==> config.mk <==
export PLATFORM = sky130hd
export DESIGN_NAME = battery_voltage_monitor_flat
export DESIGN_NICKNAME = d
export VERILOG_FILES = /design/src/design/bvm_pkg.sv /design/src/design/bvm_if.sv /design/src/design/battery_voltage_monitor.sv /design/src/design/bvm_divider.sv /design/src/design/bvm_datapath.sv /design/src/design/bvm_ctrl.sv /design/src/flat_wrapper.sv
export SDC_FILE = /design/constraint.sdc
export NUM_CORES = 1
export LEC_CHECK = 0
export BUFFER_PORTS_ARGS = -buffer_cell sky130_fd_sc_hd__buf_2
export CAP_MARGIN = 25
export CORE_MARGIN = 2
export CORE_UTILIZATION = 60
export DETAILED_ROUTE_END_ITERATION = 10
export PLACE_DENSITY = 0.86
export SETUP_SLACK_MARGIN = 0.5
export SYNTH_ARGS = -nofsm -noshare
export SYNTH_HDL_FRONTEND = slang
export SYNTH_HIERARCHICAL = 1
export SYNTH_SLANG_ARGS = --single-unit
==> constraint.sdc <==
create_clock -name clock -period 8.7 [get_ports clock]
set_input_delay 0.87 -clock clock [delete_from_list [all_inputs] [get_ports clock]]
set_output_delay 0.87 -clock clock [all_outputs]
set_load 0.005 [all_outputs]
==> src/design/bvm_pkg.sv <==
// Shared constants, types and command/status structs of the battery voltage monitor.
// No dependencies; used by every other design file except the assertion macros header.
package bvm_pkg;

   localparam int HISTORY_DEPTH = 8;
   localparam int ADC_BITS      = 10;

   localparam int SAMPLE_W = 10;
   localparam int MV_W     = 16;
   localparam int CHARGE_W = 10;
   localparam int CSR_IDX_W = 2;

   localparam int SLOT_W  = (HISTORY_DEPTH > 1) ? $clog2(HISTORY_DEPTH) : 1;
   localparam int COUNT_W = $clog2(HISTORY_DEPTH + 1);
   localparam int TOTAL_W = MV_W + $clog2(HISTORY_DEPTH);
   localparam int PROD_W  = SAMPLE_W + MV_W;
   localparam int DIV_W   = MV_W + CHARGE_W;
   localparam int ITER_W  = $clog2(DIV_W + 1);

   localparam logic [SAMPLE_W-1:0] ADC_MASK = SAMPLE_W'((33'd1 << ADC_BITS) - 33'd1);
   localparam logic [CHARGE_W-1:0] CHARGE_FULL = CHARGE_W'(1000);
   localparam logic [MV_W-1:0] MV_MAX = '1;

   localparam logic [CSR_IDX_W-1:0] CSR_MV_GAIN  = 2'd0;
   localparam logic [CSR_IDX_W-1:0] CSR_LOW_MV   = 2'd1;
   localparam logic [CSR_IDX_W-1:0] CSR_CRIT_MV  = 2'd2;
   localparam logic [CSR_IDX_W-1:0] CSR_FULL_MV  = 2'd3;

   localparam logic [MV_W-1:0] RESET_MV_GAIN = 16'd2500;
   localparam logic [MV_W-1:0] RESET_LOW_MV  = 16'd7000;
   localparam logic [MV_W-1:0] RESET_CRIT_MV = 16'd6400;
   localparam logic [MV_W-1:0] RESET_FULL_MV = 16'd8400;

   // Commands from the controller to the datapath.
   typedef struct packed {
      logic capture;
      logic scale;
      logic update;
      logic avg_start;
      logic avg_load;
      logic chg_prep;
      logic chg_start;
      logic chg_load;
      logic out_load;
   } bvm_cmd_type;

   // Status from the datapath to the controller.
   typedef struct packed {
      logic div_done;
      logic chg_direct;
   } bvm_status_type;

endpackage

==> src/design/bvm_if.sv <==
// Request and response channel interfaces of the battery voltage monitor.
// Depends on bvm_pkg for field widths.
interface bvm_req_if;
   logic                         valid;
   logic                         ready;
   logic [bvm_pkg::SAMPLE_W-1:0] adc_sample;

   modport source (output valid, output adc_sample, input ready);
   modport sink   (input valid, input adc_sample, output ready);
endinterface

interface bvm_rsp_if;
   logic                         valid;
   logic                         ready;
   logic [bvm_pkg::MV_W-1:0]     filtered_mv;
   logic [bvm_pkg::CHARGE_W-1:0] charge_tenths;
   logic                         low_flag;
   logic                         critical_flag;
   logic                         ok_flag;

   modport source (output valid, output filtered_mv, output charge_tenths,
                   output low_flag, output critical_flag, output ok_flag, input ready);
   modport sink   (input valid, input filtered_mv, input charge_tenths,
                   input low_flag, input critical_flag, input ok_flag, output ready);
endinterface

==> src/design/battery_voltage_monitor.sv <==
// Top level of the battery voltage monitor: controller plus datapath.
// Depends on bvm_pkg, bvm_if, bvm_ctrl and bvm_datapath.
//
//   Channel   Dir   Handshake          Payload
//   req_bus   in    valid/ready        adc_sample[9:0]
//   rsp_bus   out   valid/ready        filtered_mv, charge_tenths, low/critical/ok flags
//   csr_*     in    csr_wr_en          csr_index[1:0], csr_wdata[15:0]
//
// One request is worked on at a time. The charge division is skipped when the charge level
// is settled by the critical or full threshold alone. The shared one-bit-per-cycle divider
// runs 19 steps for the average and 26 steps for the charge percentage.
// Reset is synchronous and active high; it restores the register defaults and empties
// the history. A finished response waits in the output register, so the next request
// is taken while it is stalled; only a second finished response waits for it to drain.
module battery_voltage_monitor (
   input  logic                          clock,
   input  logic                          reset,
   bvm_req_if.sink                       req_bus,
   bvm_rsp_if.source                     rsp_bus,
   input  logic                          csr_wr_en,
   input  logic [bvm_pkg::CSR_IDX_W-1:0] csr_index,
   input  logic [bvm_pkg::MV_W-1:0]      csr_wdata
);

   bvm_pkg::bvm_cmd_type    cmd;
   bvm_pkg::bvm_status_type status;
   logic                    req_ready;
   logic                    rsp_valid;

   // The controller sequences scaling, ring update, average division and charge
   // division, and holds the response valid flag.
   bvm_ctrl u_ctrl (
      .clock     (clock),
      .reset     (reset),
      .req_valid (req_bus.valid),
      .req_ready (req_ready),
      .rsp_valid (rsp_valid),
      .rsp_ready (rsp_bus.ready),
      .status    (status),
      .cmd       (cmd)
   );

   // The datapath holds the configuration registers, the history ring with its
   // running total, the divider and the response payload register.
   bvm_datapath u_datapath (
      .clock         (clock),
      .reset         (reset),
      .csr_wr_en     (csr_wr_en),
      .csr_index     (csr_index),
      .csr_wdata     (csr_wdata),
      .adc_sample    (req_bus.adc_sample),
      .cmd           (cmd),
      .status        (status),
      .filtered_mv   (rsp_bus.filtered_mv),
      .charge_tenths (rsp_bus.charge_tenths),
      .low_flag      (rsp_bus.low_flag),
      .critical_flag (rsp_bus.critical_flag),
      .ok_flag       (rsp_bus.ok_flag)
   );

   assign req_bus.ready = req_ready;
   assign rsp_bus.valid = rsp_valid;

endmodule

==> src/design/bvm_divider.sv <==
// Shared restoring divider, one quotient bit per cycle, run for a given bit count.
// Depends on bvm_pkg.
module bvm_divider (
   input  logic                       clock,
   input  logic                       reset,
   input  logic                       start,
   input  logic [bvm_pkg::ITER_W-1:0] iters,
   input  logic [bvm_pkg::DIV_W-1:0]  dividend,
   input  logic [bvm_pkg::MV_W-1:0]   divisor,
   output logic                       done,
   output logic [bvm_pkg::DIV_W-1:0]  quotient
);

   logic                       busy_ff, busy_in;
   logic                       done_ff, done_in;
   logic [bvm_pkg::ITER_W-1:0] cnt_ff, cnt_in;
   logic [bvm_pkg::MV_W-1:0]   rem_ff, rem_in;
   logic [bvm_pkg::MV_W-1:0]   dvs_ff, dvs_in;
   logic [bvm_pkg::DIV_W-1:0]  quo_ff, quo_in;
   logic [bvm_pkg::MV_W:0]     rem_shift;
   logic                       fits;

   // The dividend is left aligned, so after the last step the whole register is the quotient.
   always_comb begin
      rem_shift = {rem_ff, quo_ff[bvm_pkg::DIV_W-1]};
      fits      = rem_shift >= {1'b0, dvs_ff};
      busy_in   = busy_ff;
      cnt_in    = cnt_ff;
      rem_in    = rem_ff;
      dvs_in    = dvs_ff;
      quo_in    = quo_ff;
      done_in   = 1'b0;
      if (start) begin
         busy_in = 1'b1;
         cnt_in  = iters;
         rem_in  = '0;
         dvs_in  = divisor;
         quo_in  = dividend;
      end else if (busy_ff) begin
         rem_in = fits ? bvm_pkg::MV_W'(rem_shift - {1'b0, dvs_ff})
                       : bvm_pkg::MV_W'(rem_shift);
         quo_in = {quo_ff[bvm_pkg::DIV_W-2:0], fits};
         cnt_in = cnt_ff - 1'b1;
         if (cnt_ff == bvm_pkg::ITER_W'(1)) begin
            busy_in = 1'b0;
            done_in = 1'b1;
         end
      end
   end

   always_ff @(posedge clock) begin
      if (reset) begin
         busy_ff <= 1'b0;
         done_ff <= 1'b0;
         cnt_ff  <= '0;
      end else begin
         busy_ff <= busy_in;
         done_ff <= done_in;
         cnt_ff  <= cnt_in;
      end
   end

   always_ff @(posedge clock) begin
      rem_ff <= rem_in;
      dvs_ff <= dvs_in;
      quo_ff <= quo_in;
   end

   assign done     = done_ff;
   assign quotient = quo_ff;

endmodule

==> src/design/bvm_datapath.sv <==
// Datapath: configuration registers, scaling, history ring, running total,
// threshold logic, output register and the shared divider. Depends on bvm_pkg, bvm_divider.
module bvm_datapath (
   input  logic                          clock,
   input  logic                          reset,
   input  logic                          csr_wr_en,
   input  logic [bvm_pkg::CSR_IDX_W-1:0] csr_index,
   input  logic [bvm_pkg::MV_W-1:0]      csr_wdata,
   input  logic [bvm_pkg::SAMPLE_W-1:0]  adc_sample,
   input  bvm_pkg::bvm_cmd_type          cmd,
   output bvm_pkg::bvm_status_type       status,
   output logic [bvm_pkg::MV_W-1:0]      filtered_mv,
   output logic [bvm_pkg::CHARGE_W-1:0]  charge_tenths,
   output logic                          low_flag,
   output logic                          critical_flag,
   output logic                          ok_flag
);

   localparam int DEPTH = bvm_pkg::HISTORY_DEPTH;

   // Configuration registers.
   logic [bvm_pkg::MV_W-1:0] gain_ff, low_ff, crit_ff, full_ff;

   // Item state.
   logic [bvm_pkg::SAMPLE_W-1:0] sample_ff;
   logic [bvm_pkg::MV_W-1:0]     mv_ff;
   logic [bvm_pkg::MV_W-1:0]     hist_ff [DEPTH];
   logic [bvm_pkg::SLOT_W-1:0]   slot_ff, slot_in;
   logic                         full_hist_ff, full_hist_in;
   logic [bvm_pkg::TOTAL_W-1:0]  total_ff, total_in;
   logic [bvm_pkg::COUNT_W-1:0]  count_ff, count_in;
   logic [bvm_pkg::MV_W-1:0]     avg_ff;
   logic [bvm_pkg::DIV_W-1:0]    diff_prod_ff;
   logic [bvm_pkg::CHARGE_W-1:0] charge_ff;
   logic                         is_low_ff, is_crit_ff;

   // Output register.
   logic [bvm_pkg::MV_W-1:0]     out_mv_ff;
   logic [bvm_pkg::CHARGE_W-1:0] out_charge_ff;
   logic                         out_low_ff, out_crit_ff;

   logic [bvm_pkg::PROD_W-1:0]  scale_prod;
   logic [bvm_pkg::MV_W-1:0]    scaled_mv;
   logic [bvm_pkg::MV_W-1:0]    old_mv;
   logic                        wrap;
   logic                        le_crit, ge_full;
   logic [bvm_pkg::DIV_W-1:0]   chg_prod;
   logic                        div_start, div_done;
   logic [bvm_pkg::ITER_W-1:0]  div_iters;
   logic [bvm_pkg::DIV_W-1:0]   div_dividend, div_quotient;
   logic [bvm_pkg::MV_W-1:0]    div_divisor;

   always_ff @(posedge clock) begin
      if (reset) begin
         gain_ff <= bvm_pkg::RESET_MV_GAIN;
         low_ff  <= bvm_pkg::RESET_LOW_MV;
         crit_ff <= bvm_pkg::RESET_CRIT_MV;
         full_ff <= bvm_pkg::RESET_FULL_MV;
      end else if (csr_wr_en) begin
         unique case (csr_index)
            bvm_pkg::CSR_MV_GAIN: gain_ff <= csr_wdata;
            bvm_pkg::CSR_LOW_MV:  low_ff  <= csr_wdata;
            bvm_pkg::CSR_CRIT_MV: crit_ff <= csr_wdata;
            bvm_pkg::CSR_FULL_MV: full_ff <= csr_wdata;
            default: ;
         endcase
      end
   end

   // Scale, saturate, update the ring and running total, and form the threshold compares and charge product.
   always_comb begin
      scale_prod = bvm_pkg::PROD_W'(sample_ff) * bvm_pkg::PROD_W'(gain_ff);
      scaled_mv  = (|scale_prod[bvm_pkg::PROD_W-1:bvm_pkg::MV_W+8]) ? bvm_pkg::MV_MAX
                                                                    : scale_prod[bvm_pkg::MV_W+7:8];
      // Entries not yet written count as zero.
      old_mv     = full_hist_ff ? hist_ff[slot_ff] : '0;
      total_in   = total_ff - bvm_pkg::TOTAL_W'(old_mv) + bvm_pkg::TOTAL_W'(mv_ff);
      wrap       = slot_ff == bvm_pkg::SLOT_W'(DEPTH - 1);
      slot_in    = wrap ? '0 : slot_ff + 1'b1;
      full_hist_in = full_hist_ff | wrap;
      count_in   = full_hist_in ? bvm_pkg::COUNT_W'(DEPTH)
                                : bvm_pkg::COUNT_W'(slot_ff) + 1'b1;
      le_crit    = avg_ff <= crit_ff;
      ge_full    = avg_ff >= full_ff;
      chg_prod   = bvm_pkg::DIV_W'(avg_ff - crit_ff) * bvm_pkg::DIV_W'(bvm_pkg::CHARGE_FULL);
   end

   always_ff @(posedge clock) begin
      if (reset) begin
         slot_ff      <= '0;
         full_hist_ff <= 1'b0;
         total_ff     <= '0;
      end else if (cmd.update) begin
         slot_ff      <= slot_in;
         full_hist_ff <= full_hist_in;
         total_ff     <= total_in;
      end
   end

   always_ff @(posedge clock) begin
      if (cmd.capture) sample_ff <= adc_sample & bvm_pkg::ADC_MASK;
      if (cmd.scale)   mv_ff     <= scaled_mv;
      if (cmd.update) begin
         hist_ff[slot_ff] <= mv_ff;
         count_ff         <= count_in;
      end
      if (cmd.avg_load) begin
         avg_ff <= (|div_quotient[bvm_pkg::DIV_W-1:bvm_pkg::MV_W]) ? bvm_pkg::MV_MAX
                                                                   : div_quotient[bvm_pkg::MV_W-1:0];
      end
      if (cmd.chg_prep) begin
         diff_prod_ff <= chg_prod;
         is_low_ff    <= avg_ff < low_ff;
         is_crit_ff   <= avg_ff < crit_ff;
         charge_ff    <= le_crit ? '0 : bvm_pkg::CHARGE_FULL;
      end
      if (cmd.chg_load) charge_ff <= div_quotient[bvm_pkg::CHARGE_W-1:0];
      if (cmd.out_load) begin
         out_mv_ff     <= avg_ff;
         out_charge_ff <= charge_ff;
         out_low_ff    <= is_low_ff;
         out_crit_ff   <= is_crit_ff;
      end
   end

   // One divider serves the average and the charge division.
   always_comb begin
      div_start = cmd.avg_start | cmd.chg_start;
      if (cmd.avg_start) begin
         div_iters    = bvm_pkg::ITER_W'(bvm_pkg::TOTAL_W);
         div_dividend = bvm_pkg::DIV_W'(total_ff) << (bvm_pkg::DIV_W - bvm_pkg::TOTAL_W);
         div_divisor  = bvm_pkg::MV_W'(count_ff);
      end else begin
         div_iters    = bvm_pkg::ITER_W'(bvm_pkg::DIV_W);
         div_dividend = diff_prod_ff;
         div_divisor  = full_ff - crit_ff;
      end
   end

   bvm_divider u_divider (
      .clock    (clock),
      .reset    (reset),
      .start    (div_start),
      .iters    (div_iters),
      .dividend (div_dividend),
      .divisor  (div_divisor),
      .done     (div_done),
      .quotient (div_quotient)
   );

   assign status.div_done   = div_done;
   assign status.chg_direct = le_crit | ge_full;

   assign filtered_mv   = out_mv_ff;
   assign charge_tenths = out_charge_ff;
   assign low_flag      = out_low_ff;
   assign critical_flag = out_crit_ff;
   assign ok_flag       = ~out_crit_ff;

endmodule

==> src/design/bvm_ctrl.sv <==
// Controller state machine: sequences one request through the datapath and
// owns the channel handshakes. Depends on bvm_pkg.
module bvm_ctrl (
   input  logic                    clock,
   input  logic                    reset,
   input  logic                    req_valid,
   output logic                    req_ready,
   output logic                    rsp_valid,
   input  logic                    rsp_ready,
   input  bvm_pkg::bvm_status_type status,
   output bvm_pkg::bvm_cmd_type    cmd
);

   localparam logic [3:0] ST_IDLE      = 4'd0;
   localparam logic [3:0] ST_SCALE     = 4'd1;
   localparam logic [3:0] ST_UPDATE    = 4'd2;
   localparam logic [3:0] ST_AVG_START = 4'd3;
   localparam logic [3:0] ST_AVG_WAIT  = 4'd4;
   localparam logic [3:0] ST_CHG_PREP  = 4'd5;
   localparam logic [3:0] ST_CHG_START = 4'd6;
   localparam logic [3:0] ST_CHG_WAIT  = 4'd7;
   localparam logic [3:0] ST_FINISH    = 4'd8;

   logic [3:0] state_ff, state_in;
   logic       rsp_valid_ff, rsp_valid_in;

   always_comb begin
      state_in  = state_ff;
      cmd       = '0;
      req_ready = 1'b0;
      unique case (state_ff)
         ST_IDLE: begin
            req_ready   = 1'b1;
            cmd.capture = req_valid;
            if (req_valid) state_in = ST_SCALE;
         end
         ST_SCALE: begin
            cmd.scale = 1'b1;
            state_in  = ST_UPDATE;
         end
         ST_UPDATE: begin
            cmd.update = 1'b1;
            state_in   = ST_AVG_START;
         end
         ST_AVG_START: begin
            cmd.avg_start = 1'b1;
            state_in      = ST_AVG_WAIT;
         end
         ST_AVG_WAIT: begin
            if (status.div_done) begin
               cmd.avg_load = 1'b1;
               state_in     = ST_CHG_PREP;
            end
         end
         ST_CHG_PREP: begin
            cmd.chg_prep = 1'b1;
            state_in     = status.chg_direct ? ST_FINISH : ST_CHG_START;
         end
         ST_CHG_START: begin
            cmd.chg_start = 1'b1;
            state_in      = ST_CHG_WAIT;
         end
         ST_CHG_WAIT: begin
            if (status.div_done) begin
               cmd.chg_load = 1'b1;
               state_in     = ST_FINISH;
            end
         end
         ST_FINISH: begin
            if (!rsp_valid_ff || rsp_ready) begin
               cmd.out_load = 1'b1;
               state_in     = ST_IDLE;
            end
         end
         default: state_in = ST_IDLE;
      endcase
   end

   always_comb begin
      rsp_valid_in = rsp_valid_ff;
      if (rsp_valid_ff && rsp_ready) rsp_valid_in = 1'b0;
      if (cmd.out_load) rsp_valid_in = 1'b1;
   end

   always_ff @(posedge clock) begin
      if (reset) begin
         state_ff     <= ST_IDLE;
         rsp_valid_ff <= 1'b0;
      end else begin
         state_ff     <= state_in;
         rsp_valid_ff <= rsp_valid_in;
      end
   end

   assign rsp_valid = rsp_valid_ff;

endmodule

==> src/flat_wrapper.sv <==
// flat-port wrapper written by rule: the top's interface ports become plain ports
module battery_voltage_monitor_flat 
  (clock, reset, csr_wr_en, csr_index, csr_wdata, req_bus_valid, req_bus_adc_sample, req_bus_ready, rsp_bus_valid, rsp_bus_filtered_mv, rsp_bus_charge_tenths, rsp_bus_low_flag, rsp_bus_critical_flag, rsp_bus_ok_flag, rsp_bus_ready);
  bvm_req_if req_bus_i ();
  bvm_rsp_if rsp_bus_i ();
  input  logic clock;
  input  logic reset;
  input  logic csr_wr_en;
  input  logic [bvm_pkg::CSR_IDX_W-1:0] csr_index;
  input  logic [bvm_pkg::MV_W-1:0] csr_wdata;
  input wire logic [$bits(req_bus_i.valid)-1:0] req_bus_valid;
  input wire logic [$bits(req_bus_i.adc_sample)-1:0] req_bus_adc_sample;
  output wire logic [$bits(req_bus_i.ready)-1:0] req_bus_ready;
  output wire logic [$bits(rsp_bus_i.valid)-1:0] rsp_bus_valid;
  output wire logic [$bits(rsp_bus_i.filtered_mv)-1:0] rsp_bus_filtered_mv;
  output wire logic [$bits(rsp_bus_i.charge_tenths)-1:0] rsp_bus_charge_tenths;
  output wire logic [$bits(rsp_bus_i.low_flag)-1:0] rsp_bus_low_flag;
  output wire logic [$bits(rsp_bus_i.critical_flag)-1:0] rsp_bus_critical_flag;
  output wire logic [$bits(rsp_bus_i.ok_flag)-1:0] rsp_bus_ok_flag;
  input wire logic [$bits(rsp_bus_i.ready)-1:0] rsp_bus_ready;
  assign req_bus_i.valid = req_bus_valid;
  assign req_bus_i.adc_sample = req_bus_adc_sample;
  assign req_bus_ready = req_bus_i.ready;
  assign rsp_bus_valid = rsp_bus_i.valid;
  assign rsp_bus_filtered_mv = rsp_bus_i.filtered_mv;
  assign rsp_bus_charge_tenths = rsp_bus_i.charge_tenths;
  assign rsp_bus_low_flag = rsp_bus_i.low_flag;
  assign rsp_bus_critical_flag = rsp_bus_i.critical_flag;
  assign rsp_bus_ok_flag = rsp_bus_i.ok_flag;
  assign rsp_bus_i.ready = rsp_bus_ready;
  battery_voltage_monitor u_core (.clock(clock), .reset(reset), .req_bus(req_bus_i), .rsp_bus(rsp_bus_i), .csr_wr_en(csr_wr_en), .csr_index(csr_index), .csr_wdata(csr_wdata));
endmodule
Yosys cells after proc, flatten, opt, wreduce, memory -nomap -nowiden
Memories as Yosys holds them, arrays and structs flattened. A register that Yosys moved wholly into a read port is not among the register bits.
Cells that the tools add are included.
{ "totals": {"in_bits": 33, "register_bits": 266, "mem_bits_rw": 128, "elab_cells": 123, "mem_count": 1, "romBits": 0, "output_inout_bits": 31, "latchBits": 0} }
{ "classes": {"mul": 2, "mux": 41, "addsub": 8, "n_eq_ne": 17, "div": 0, "n_reduce_logical": 16, "magnitude_cmp": 5, "n_bitwise": 5, "n_shift": 0} }
{ "mem_list": {"columns": ["memory", "depth", "width", "rd", "rd_clocked_by_memory_dff", "write_ports", "line", "text"], "rows": [
  ["u_core.u_datapath.hist_ff", 8, 16, 1, 1, 1, "bvm_datapath.sv:27", "logic [bvm_pkg::MV_W-1:0] hist_ff [DEPTH];"]
]} }
{ "op_table": {"columns": ["op", "count"], "rows": [
  ["two-way mux 26 bit", 3],
  ["case mux 4 bit (9 select lines)", 1],
  ["less-than comparator 16 bit", 2],
  ["two-way mux 16 bit", 2],
  ["subtractor 16 bit", 2],
  ["two-way mux 10 bit", 3],
  ["two-way mux 4 bit", 7],
  ["multiplier 10 x 16 -> 26 bit", 1],
  ["multiplier 26 x 7 -> 23 bit (second input constant)", 1],
  ["two-way mux 1 bit", 20],
  ["adder 19 x 16 -> 19 bit", 1],
  ["subtractor 19 x 16 -> 19 bit", 1],
  [">= comparator 17 x 16 -> 1 bit", 1],
  ["subtractor 16 x 16 -> 17 bit", 1],
  ["== test 4 x 3 -> 1 bit (second input constant)", 4],
  [">= comparator 16 bit", 1],
  ["<= comparator 16 bit", 1],
  ["two-way mux 5 bit", 2],
  ["OR reduction 10 bit", 1],
  ["two-way mux 3 bit", 3],
  ["== test 4 x 2 -> 1 bit (second input constant)", 2],
  ["inequality test 2 bit (second input constant)", 4],
  ["AND reduction 2 bit", 4],
  ["nonzero test 2 bit", 3],
  ["19 further kinds", 23]
]} }

Logic depth before layout (Yosys ltp)
Gate-level depths: netlist (run 1).
{ "logic_depth": {"word_depth": 5, "depth_mapped": 28, "mapped_depth_nobuf": 28} }

Cells and area by module
Netlist (run 1), hierarchy kept.
{ "by_module_without_submodules": {"columns": ["mod", "cells_each", "area_each_um2", "seq_area_each_um2", "n_inst"], "rows": [
  ["bvm_datapath", 2157, 23224.8, 8918.6, 1],
  ["bvm_divider", 324, 3529.6, 1721.7, 1],
  ["bvm_ctrl", 42, 334.1, 100.1, 1]
]} }

Worst setup path before layout (run 1)
No wires, ideal clock.
{ "synth_path": {"path_kind": "reg-to-reg", "start": "register u_core/u_datapath/avg_ff[0] (netlist name)", "end": "register u_core/u_datapath/diff_prod_ff[24] (netlist name) (data pin)", "stages_incl_launch_ff": 29, "setup_time_ps": 271, "required_time_ps": 8429, "path_buffers": 0, "arrival_time_ps": 5876, "path_slack_ps": 2552, "period_less_slack_ps": 6148, "cell_sequence": "edfxtp_1 -> inv_1 -> ha_1 -> fa_1 -> nor2b_1 -> o21ai_0 -> a21oi_1 -> o31ai_1 -> a21boi_0 -> nor2_1 -> o31a_1 -> a221oi_2 -> xor2_1 -> ha_1 -> inv_1 -> fa_1 -> inv_1 -> fa_1 -> inv_1 -> fa_1 -> inv_1 -> ha_1 -> nand4_1 -> nor2_1 -> o211ai_1 -> nor2b_1 -> a31oi_1 -> mux2i_1 -> o2111ai_1"} }
{ "synth_via": {"elab_chain_cells": 2} }
{ "synth_lines": {"columns": ["item", "line", "text"], "rows": [
  ["from (decl)", "bvm_datapath.sv:32", "logic [bvm_pkg::MV_W-1:0] avg_ff;"],
  ["from (signal assigned)", "bvm_datapath.sv:108", "avg_ff <= (|div_quotient[bvm_pkg::DIV_W-1:bvm_pkg::MV_W]) ? bvm_pkg::MV_MAX"],
  ["subtractor 16 x 16 -> 17 bit", "bvm_datapath.sv:85", "chg_prod = bvm_pkg::DIV_W'(avg_ff - crit_ff) * bvm_pkg::DIV_W'(bvm_pkg::CHARGE_FULL);"],
  ["multiplier 26 x 7 -> 23 bit", "bvm_datapath.sv:85", null],
  ["named net u_core.u_datapath.chg_prod, one bit", "bvm_datapath.sv:47", "logic [bvm_pkg::DIV_W-1:0] chg_prod;"],
  ["to (signal assigned)", "bvm_datapath.sv:112", "diff_prod_ff <= chg_prod;"],
  ["to (decl)", "bvm_datapath.sv:33", "logic [bvm_pkg::DIV_W-1:0] diff_prod_ff;"]
]} }
The timed path passes the listed nets, and every way through them passes these cells.
A chain may end at the register's enable or synchronous reset.

Final worst setup path (run 1)
{ "layout_path": {"start": "register u_core/u_datapath/crit_ff[1] (netlist name)", "end": "register u_core/u_datapath/diff_prod_ff[25] (netlist name) (data pin)"} }
{ "layout_via": {"elab_chain_cells": 2} }
{ "layout_lines": {"columns": ["item", "line", "text"], "rows": [
  ["from (decl)", "bvm_datapath.sv:22", "logic [bvm_pkg::MV_W-1:0] gain_ff, low_ff, crit_ff, full_ff;"],
  ["from (signal assigned)", "bvm_datapath.sv:57", "crit_ff <= bvm_pkg::RESET_CRIT_MV;"],
  ["from (signal assigned)", "bvm_datapath.sv:63", "bvm_pkg::CSR_CRIT_MV: crit_ff <= csr_wdata;"],
  ["subtractor 16 x 16 -> 17 bit", "bvm_datapath.sv:85", null],
  ["multiplier 26 x 7 -> 23 bit", "bvm_datapath.sv:85", null],
  ["named net u_core.u_datapath.chg_prod, one bit", "bvm_datapath.sv:47", null]
]} }
The timed path passes the listed nets, and every way through them passes these cells.

==> results of run 1 <==
[per-stage QoR]
step	setup slack [ns]	utilization [%]
2_1_floorplan	2.552	-
3_3_place_gp	2.118	62.73
3_5_place_dp	1.935	62.79
4_1_cts	1.627	66.26
5_1_grt	0.9850	66.38
6_report	1.536	66.39
[path summary, 6_finish.rpt]
| path | endpoint | slack (ns) | cells after the start |
|---|---|---|---|
| worst max-delay path | u_core/u_datapath/diff_prod_ff[25] | 1.54 | 26 |
| worst min-delay path | u_core/u_datapath/charge_tenths[7] | 0.43 | 0 |
| worst max register to register | u_core/u_datapath/diff_prod_ff[25] | 1.54 | 26 |
| worst min register to register | u_core/u_datapath/charge_tenths[7] | 0.43 | 0 |
[flip-flops by register name, indices dropped and copies added (netlist names), 16 cells and up, named ones only]
name                                  count
u_core/u_datapath/hist_ff               128
u_core/u_datapath/u_divider/quotient     26
u_core/u_datapath/diff_prod_ff           23
u_core/u_datapath/total_ff               19
u_core/u_datapath/avg_ff                 16
u_core/u_datapath/crit_ff                16
u_core/u_datapath/filtered_mv            16
u_core/u_datapath/full_ff                16
u_core/u_datapath/gain_ff                16
u_core/u_datapath/low_ff                 16
u_core/u_datapath/mv_ff                  16
u_core/u_datapath/u_divider/dvs_ff       16
u_core/u_datapath/u_divider/rem_ff       16
[synth_stat cells, types with 6 or more instances]
cell / instances
a211o_1: 13
a211oi_1: 13
a21o_1: 46
a21oi_1: 120
a31oi_1: 14
and2_1: 101
and3_1: 11
buf_1: 13
buf_6: 7
clkbuf_1: 69
dfxtp_1: 118
edfxtp_1: 279
fa_1: 181
ha_1: 204
inv_1: 357
mux2_2: 42
mux2i_1: 37
mux4_2: 32
nand2_1: 257
nand2b_1: 28
nand3_1: 19
nand3b_1: 11
nand4_1: 12
nor2_1: 145
nor2b_1: 39
nor3_1: 27
nor4_1: 6
o211ai_1: 6
o21a_1: 12
o21ai_0: 44
o21ai_1: 12
o31ai_1: 8
or2_2: 22
or3_1: 7
xnor2_1: 61
xor2_1: 40
[metal layers]
metal	up-vias	part of all wire (%)	global-route usage (%)
met1	9378	38	35.82
met4	4	3.9	11.58
li1	8597	-	-
met3	187	8.4	5.221
met5	-	0.049	0
met2	921	50	49.00
[power by group]
group	leakage [nW]	internal (mW)	total, mW	switching [mW]
clock network	0.751	1.21	1.98	0.773
logic	7.98	1.90	4.59	2.69
registers	3.42	2.40	2.60	0.201
[final cells by class]
| type | instances | area (um2) | area share (%) |
|---|---|---|---|
| Antenna cell | 1 | 2.502 | 0.008487 |
| Multi-Input combinational cell | 1676 | 14600 | 49.53 |
| Inverter | 357 | 1340 | 4.545 |
| Tap cell | 592 | 740.7 | 2.512 |
| Timing Repair Buffer | 83 | 519.2 | 1.761 |
| Clock inverter | 26 | 360.3 | 1.222 |
| Sequential cell | 397 | 10740 | 36.43 |
| Clock buffer | 53 | 1177 | 3.993 |
[logic make-up (layout without fill, tap and decap cells)]
| logic type | after synthesis | count (layout) | synth area share, % |
|---|---|---|---|
| other cells | 2 | 7 | 0.02772 |
| compound gates | 358 | 358 | 8.808 |
| simple gates | 709 | 709 | 12.77 |
| fa+ha+maj | 386 | 386 | 22.84 |
| mux | 116 | 116 | 5.995 |
| buf+inv | 454 | 519 | 6.647 |
| xor+xnor | 101 | 101 | 3.266 |
| flops | 397 | 397 | 39.65 |
==> impl_metrics.csv, run 1 <==
group,metric,value,unit
timing,fin_tns_setup,0,ns
power_and_ir_drop,irDropWorstVdd,295.5,uV
timing,drv_slew,0,
power_and_ir_drop,p_total,9.177,mW
floorplan,start_util,60.99,%
layout,finish.instance_area,0.02948,mm2
timing,worst-slew-pin-transition,1.055,ns
timing,rsz0062_at_grt,"false",
placement,portBuffers,63,
detailed_routing,dr.pass1.iters,6,
clock_network,tritoncts,"yes",
setup_path,cp_top_family,"compound AO/OA/AOI/OAI gates",
setup_path,arrival,7.46,ns
setup_path,crit_path_max_fanout,6,
layout,drive_gt1_share,10.92,%
detailed_routing,drcViolationCount,0,
synth,yosysSeqAreaShare,39.65,%
clock_network,cts_resized,0,
synth,synth-main-ff-cell,"edfxtp_1",
placement,place_area,0.02789,mm2
global_route,grt_pass1_vias,19710,
timing,period_minus_slack,7.164,ns
layout,layout_commonest_cell,"inv_1",
detailed_routing,ant_nets,0,
synth,yosysWarnings,6,
clock_network,cts_num_sinks,397,
synth,async_reset_ff_share,0,%
clock_network,cts_inserted_buffers,43,
setup_path,critical_path.startpoint_type,"flip-flop",
global_route,grt_max_degree,103,
global_route,grt_antenna_before_repair,2,
status,status,"finished, final reports clean",
timing,max_clock_freq,139.6,MHz
placement,dp.cells,3103,
floorplan,num_rows,77,
layout,final_cells,3185,
synth,netlist_instances,2523,
hold_path,hold_class,"flip-flop to flip-flop",
floorplan,die_x,216.5,um
floorplan,boundaryPins,64,
setup_path,r2r_start,"u_core/u_datapath/crit_ff[1]",
setup_path,worst_path_largest_cell_delay,0.51,ns
hold_path,hold_start,"u_core/u_datapath/charge_ff[7]",
setup_path,path_class,"flip-flop to flip-flop",
setup_path,cpMaxStageDelayCell,"fa_1",
placement,gp_congestion,0.9579,
setup_path,cp.required,9.00,ns
global_route,grt_use_total,28.56,%
power_and_ir_drop,powerDensity,311.3,mW/mm2
detailed_routing,first_iter_violations,1785,
clock_network,post-cts-setup-buffers,0,
timing,holdWs,0.4322,ns
layout,nets,2976,
synth,avgSynthCellArea,10.74,um2
synth,syn-cell-area,0.02709,mm2
setup_path,endpoint_kind,"flip-flop",
floorplan,die_h,216.5,um
layout,fillers,3068,
floorplan,dieArea,0.04686,mm2
synth,ys_types,96,
detailed_routing,routed_via_density,5.993,
clock_network,holdBufCountCts,0,
synth,yosys.area.top_type,"edfxtp_1",
clock_network,root_buffer,"clkbuf_16",
synth,synth_enable_flop_cells,279,
detailed_routing,via_count,19090,
global_route,grt_pass1_wl,105000,um
floorplan,core-area,0.04441,mm2
layout,final_cell_mix,"inv_1, edfxtp_1, nand2_1",
synth,synth_top_area_share,30.93,%
detailed_routing,wl_per_cell,20.51,um
setup_path,crit_start,"u_core/u_datapath/crit_ff[1]",
timing,hold_viol,0,
clock_network,clkTransAtPathRegs,0.06,ns
clock_network,htree_num_levels,2,
timing,finClkSkew,0.02140,ns
timing,relSlewSlack,29.42,%
placement,post-dp-hpwl,46310,um
synth,yosys-top-cells-area,"edfxtp_1, fa_1, ha_1",
flow_run,maxCapViolations,0,
detailed_routing,routed_wl,65340,um
synth,synth-seq-cells,397,
timing,min_period_over_period,82.35,%
layout,area_growth,8.845,%
setup_path,path_buf_inv,3,
clock_network,insertion_delay,0.57,ns
clock_network,clockBufferDepth,3,
timing,setup_viol,0,
power_and_ir_drop,leakagePower,12.15,nW
global_route,overflow,0,
(Power assumes the default switching activity.)
==> inputs of run 2 (changes only) <==
==> constraint.sdc (replaced) <==
create_clock -name clock -period 6.6 [get_ports clock]
set_input_delay 0.66 -clock clock [delete_from_list [all_inputs] [get_ports clock]]
set_output_delay 0.66 -clock clock [all_outputs]
set_load 0.005 [all_outputs]
==> run 2 against run 1 <==
  * Final cell count rose by 1.9%
  * Final area rose by 2.7%
  * Count of clock-buffer cells in the layout fell by 5
  * Maximum frequency rose by 19%
  * Sequential share of layout area fell by 0.94 points
  * Routed wire length rose by 2.3%
  * Worst setup slack got worse by 0.95 ns
  * Die area did not move
  * Largest power group unchanged
  * Clock skew rose by 0.0074 ns
  * Combinational power rose by 41%
  * Flip-flop and latch count did not move
==> impl_metrics.csv, run 2 (synthesis results as in run 1) <==
group,metric,value,unit
status,status,"finished, final reports clean",
layout,largest_reg_flops,128,
hold_path,hold_class,"primary input to flip-flop",
power_and_ir_drop,power.switching,4.942,mW
layout,nets,3036,
floorplan,boundaryPins,64,
floorplan,start_util,60.99,%
layout,finish.instance_area,0.03028,mm2
detailed_routing,via_count,19300,
detailed_routing,highest_layer,"met5",
detailed_routing,drt-met1-wl,25810,um
clock_network,clockBufferDepth,3,
detailed_routing,dr.pass1.iters,6,
detailed_routing,ant_nets,0,
floorplan,dieArea,0.04686,mm2
global_route,grt_antenna_before_repair,3,
power_and_ir_drop,leakagePower,12.49,nW
detailed_routing,drcViolationCount,0,
global_route,overflow,0,
clock_network,cts_inserted_buffers,42,
layout,final_cell_mix,"inv_1, edfxtp_1, nand2_1",
power_and_ir_drop,powerDensity,409.6,mW/mm2
power_and_ir_drop,power_frac_comb,52.3,%
detailed_routing,first_iter_violations,2001,
placement,gp_congestion,0.9305,
detailed_routing,met3WireLength,5217,um
clock_network,clkTransAtPathRegs,0.06,ns
global_route,grt_pass1_wl,104700,um
setup_path,arrival,6.32,ns
layout,fillers,3025,
timing,holdWs,0.2625,ns
clock_network,holdBufCountCts,0,
floorplan,core-area,0.04441,mm2
layout,finish.utilization,68.18,%
layout,multiInputGateArea,0.01501,mm2
floorplan,die_h,216.5,um
timing,max_clock_freq,166.2,MHz
timing,drv_slew,0,
power_and_ir_drop,p_sw_share,39.84,%
detailed_routing,routed_wl,66850,um
detailed_routing,wl_per_cell,20.60,um
global_route,grt_use_total,28.52,%
clock_network,root_buffer,"clkbuf_16",
timing,setup_viol,0,
clock_network,insertion_delay,0.58,ns
flow_run,maxCapViolations,0,
layout,area_growth,11.79,%
setup_path,endpoint_kind,"flip-flop",
placement,post-dp-hpwl,47400,um
layout,seqCellArea,0.01075,mm2
placement,dp.cells,3130,
power_and_ir_drop,p_int,7.462,mW
detailed_routing,wl_met2,33000,um
timing,relSlewSlack,28.51,%
setup_path,path_class,"flip-flop to flip-flop",
power_and_ir_drop,power_frac_clock,20.1,%
floorplan,num_rows,77,
layout,drive_gt1_share,15.23,%
timing,fin_tns_setup,0,ns
placement,portBuffers,63,
clock_network,tritoncts,"yes",
timing,finClkSkew,0.02877,ns
power_and_ir_drop,seq_power_share,27.6,%
timing,worst-slew-pin-transition,1.069,ns
power_and_ir_drop,irDropWorstVdd,408.8,uV
timing,hold_viol,0,
clock_network,htree_num_levels,2,
timing,rsz0062_at_grt,"true",
placement,place_area,0.02810,mm2
setup_path,critical_path.startpoint_type,"flip-flop",
setup_path,cp.required,6.90,ns
timing,period_minus_slack,6.016,ns
floorplan,die_x,216.5,um
setup_path,crit_path_max_fanout,8,
clock_network,cts_num_sinks,397,
layout,final_cells,3245,
layout,layout_commonest_cell,"inv_1",
global_route,grt_max_degree,72,
detailed_routing,routed_via_density,5.948,
layout,regMostFlops,"u_core/u_datapath/hist_ff",
timing,min_period_over_period,91.16,%
global_route,grt_pass1_vias,19460,
[run 2: cell types whose count changed in the layout (fill, tap and decap cells not counted), sizes merged]
| cell | delta |
|---|---|
| clkinv | +5 |
| mux2 | +1 |
| buf | +60 |
| clkbuf | -5 |
| clkinvlp | +1 |
| bufinv | -2 |
[run 2: final timing paths]
kind                           startpoint                                 end  slack [ns]  cells after the start
max           u_core/u_datapath/avg_ff[1]  u_core/u_datapath/diff_prod_ff[25]        0.58                     24
min                 req_bus_adc_sample[8]      u_core/u_datapath/sample_ff[8]        0.26                      1
max reg2reg   u_core/u_datapath/avg_ff[1]  u_core/u_datapath/diff_prod_ff[25]        0.58                     24
min reg2reg  u_core/u_datapath/is_crit_ff     u_core/u_datapath/critical_flag        0.42                      0
[run 2: per-layer routing]
metal	up-vias	track usage (%)
li1	8718	-
met1	9529	36.39
met2	867	48.11
met3	182	5.361
met4	4	11.62
met5	-	0
[run 2: power groups by stage]
stage | clock, mW | combinational (mW) | sequential [mW]
after global placement | 0 | 5.58 | 3.45
after CTS | 2.53 | 6.11 | 3.43
after floorplan | 0 | 4.58 | 3.34
after detailed placement | 0 | 5.82 | 3.48
after global routing | 2.62 | 7.13 | 3.45
final | 2.49 | 6.48 | 3.43
[run 2: area by class of cell]
cell class              instances  share of cell area (%)
well taps                     592                   2.446
multi-input cells            1677                   49.56
clock inverters                30                   1.116
repair buffers                143                   3.272
diodes                          1                0.008263
inverters                     357                   4.425
clock buffers                  48                   3.681
flip-flops and latches        397                   35.50
[run 2: through the flow]
stage               total power [mW]  worst slack, ns
detailed placement             9.292         -0.01220
global placement               9.037           0.3144
floorplan                      7.913           0.5272
global route                   13.20           0.3810
CTS                            12.07           0.4747
finish                         12.40           0.5836
[run 2: worst max-delay path, cell delays in order, from the launching register on]
cell,delay (ns)
edfxtp_1,0.47
ha_4,0.31
nor2b_2,0.15
o21ai_2,0.08
a21boi_2,0.19
o21ai_2,0.10
buf_4,0.14
nand2_1,0.09
xor2_1,0.21
buf_4,0.22
xor2_1,0.21
inv_1,0.09
fa_1,0.54
inv_1,0.06
fa_1,0.56
fa_1,0.42
ha_1,0.37
a41oi_2,0.24
a31oi_2,0.14
a41oi_2,0.31
o211ai_1,0.19
a211oi_2,0.26
o21ai_1,0.14
a21oi_2,0.16
xnor2_1,0.08
[run 2: repair_timing]
item	4_1_cts	5_1_grt
gates resized for setup	24	56
setup buffers	12	22
cloned	0	1
pin swaps	20	38
setup endpoints to repair	8	22
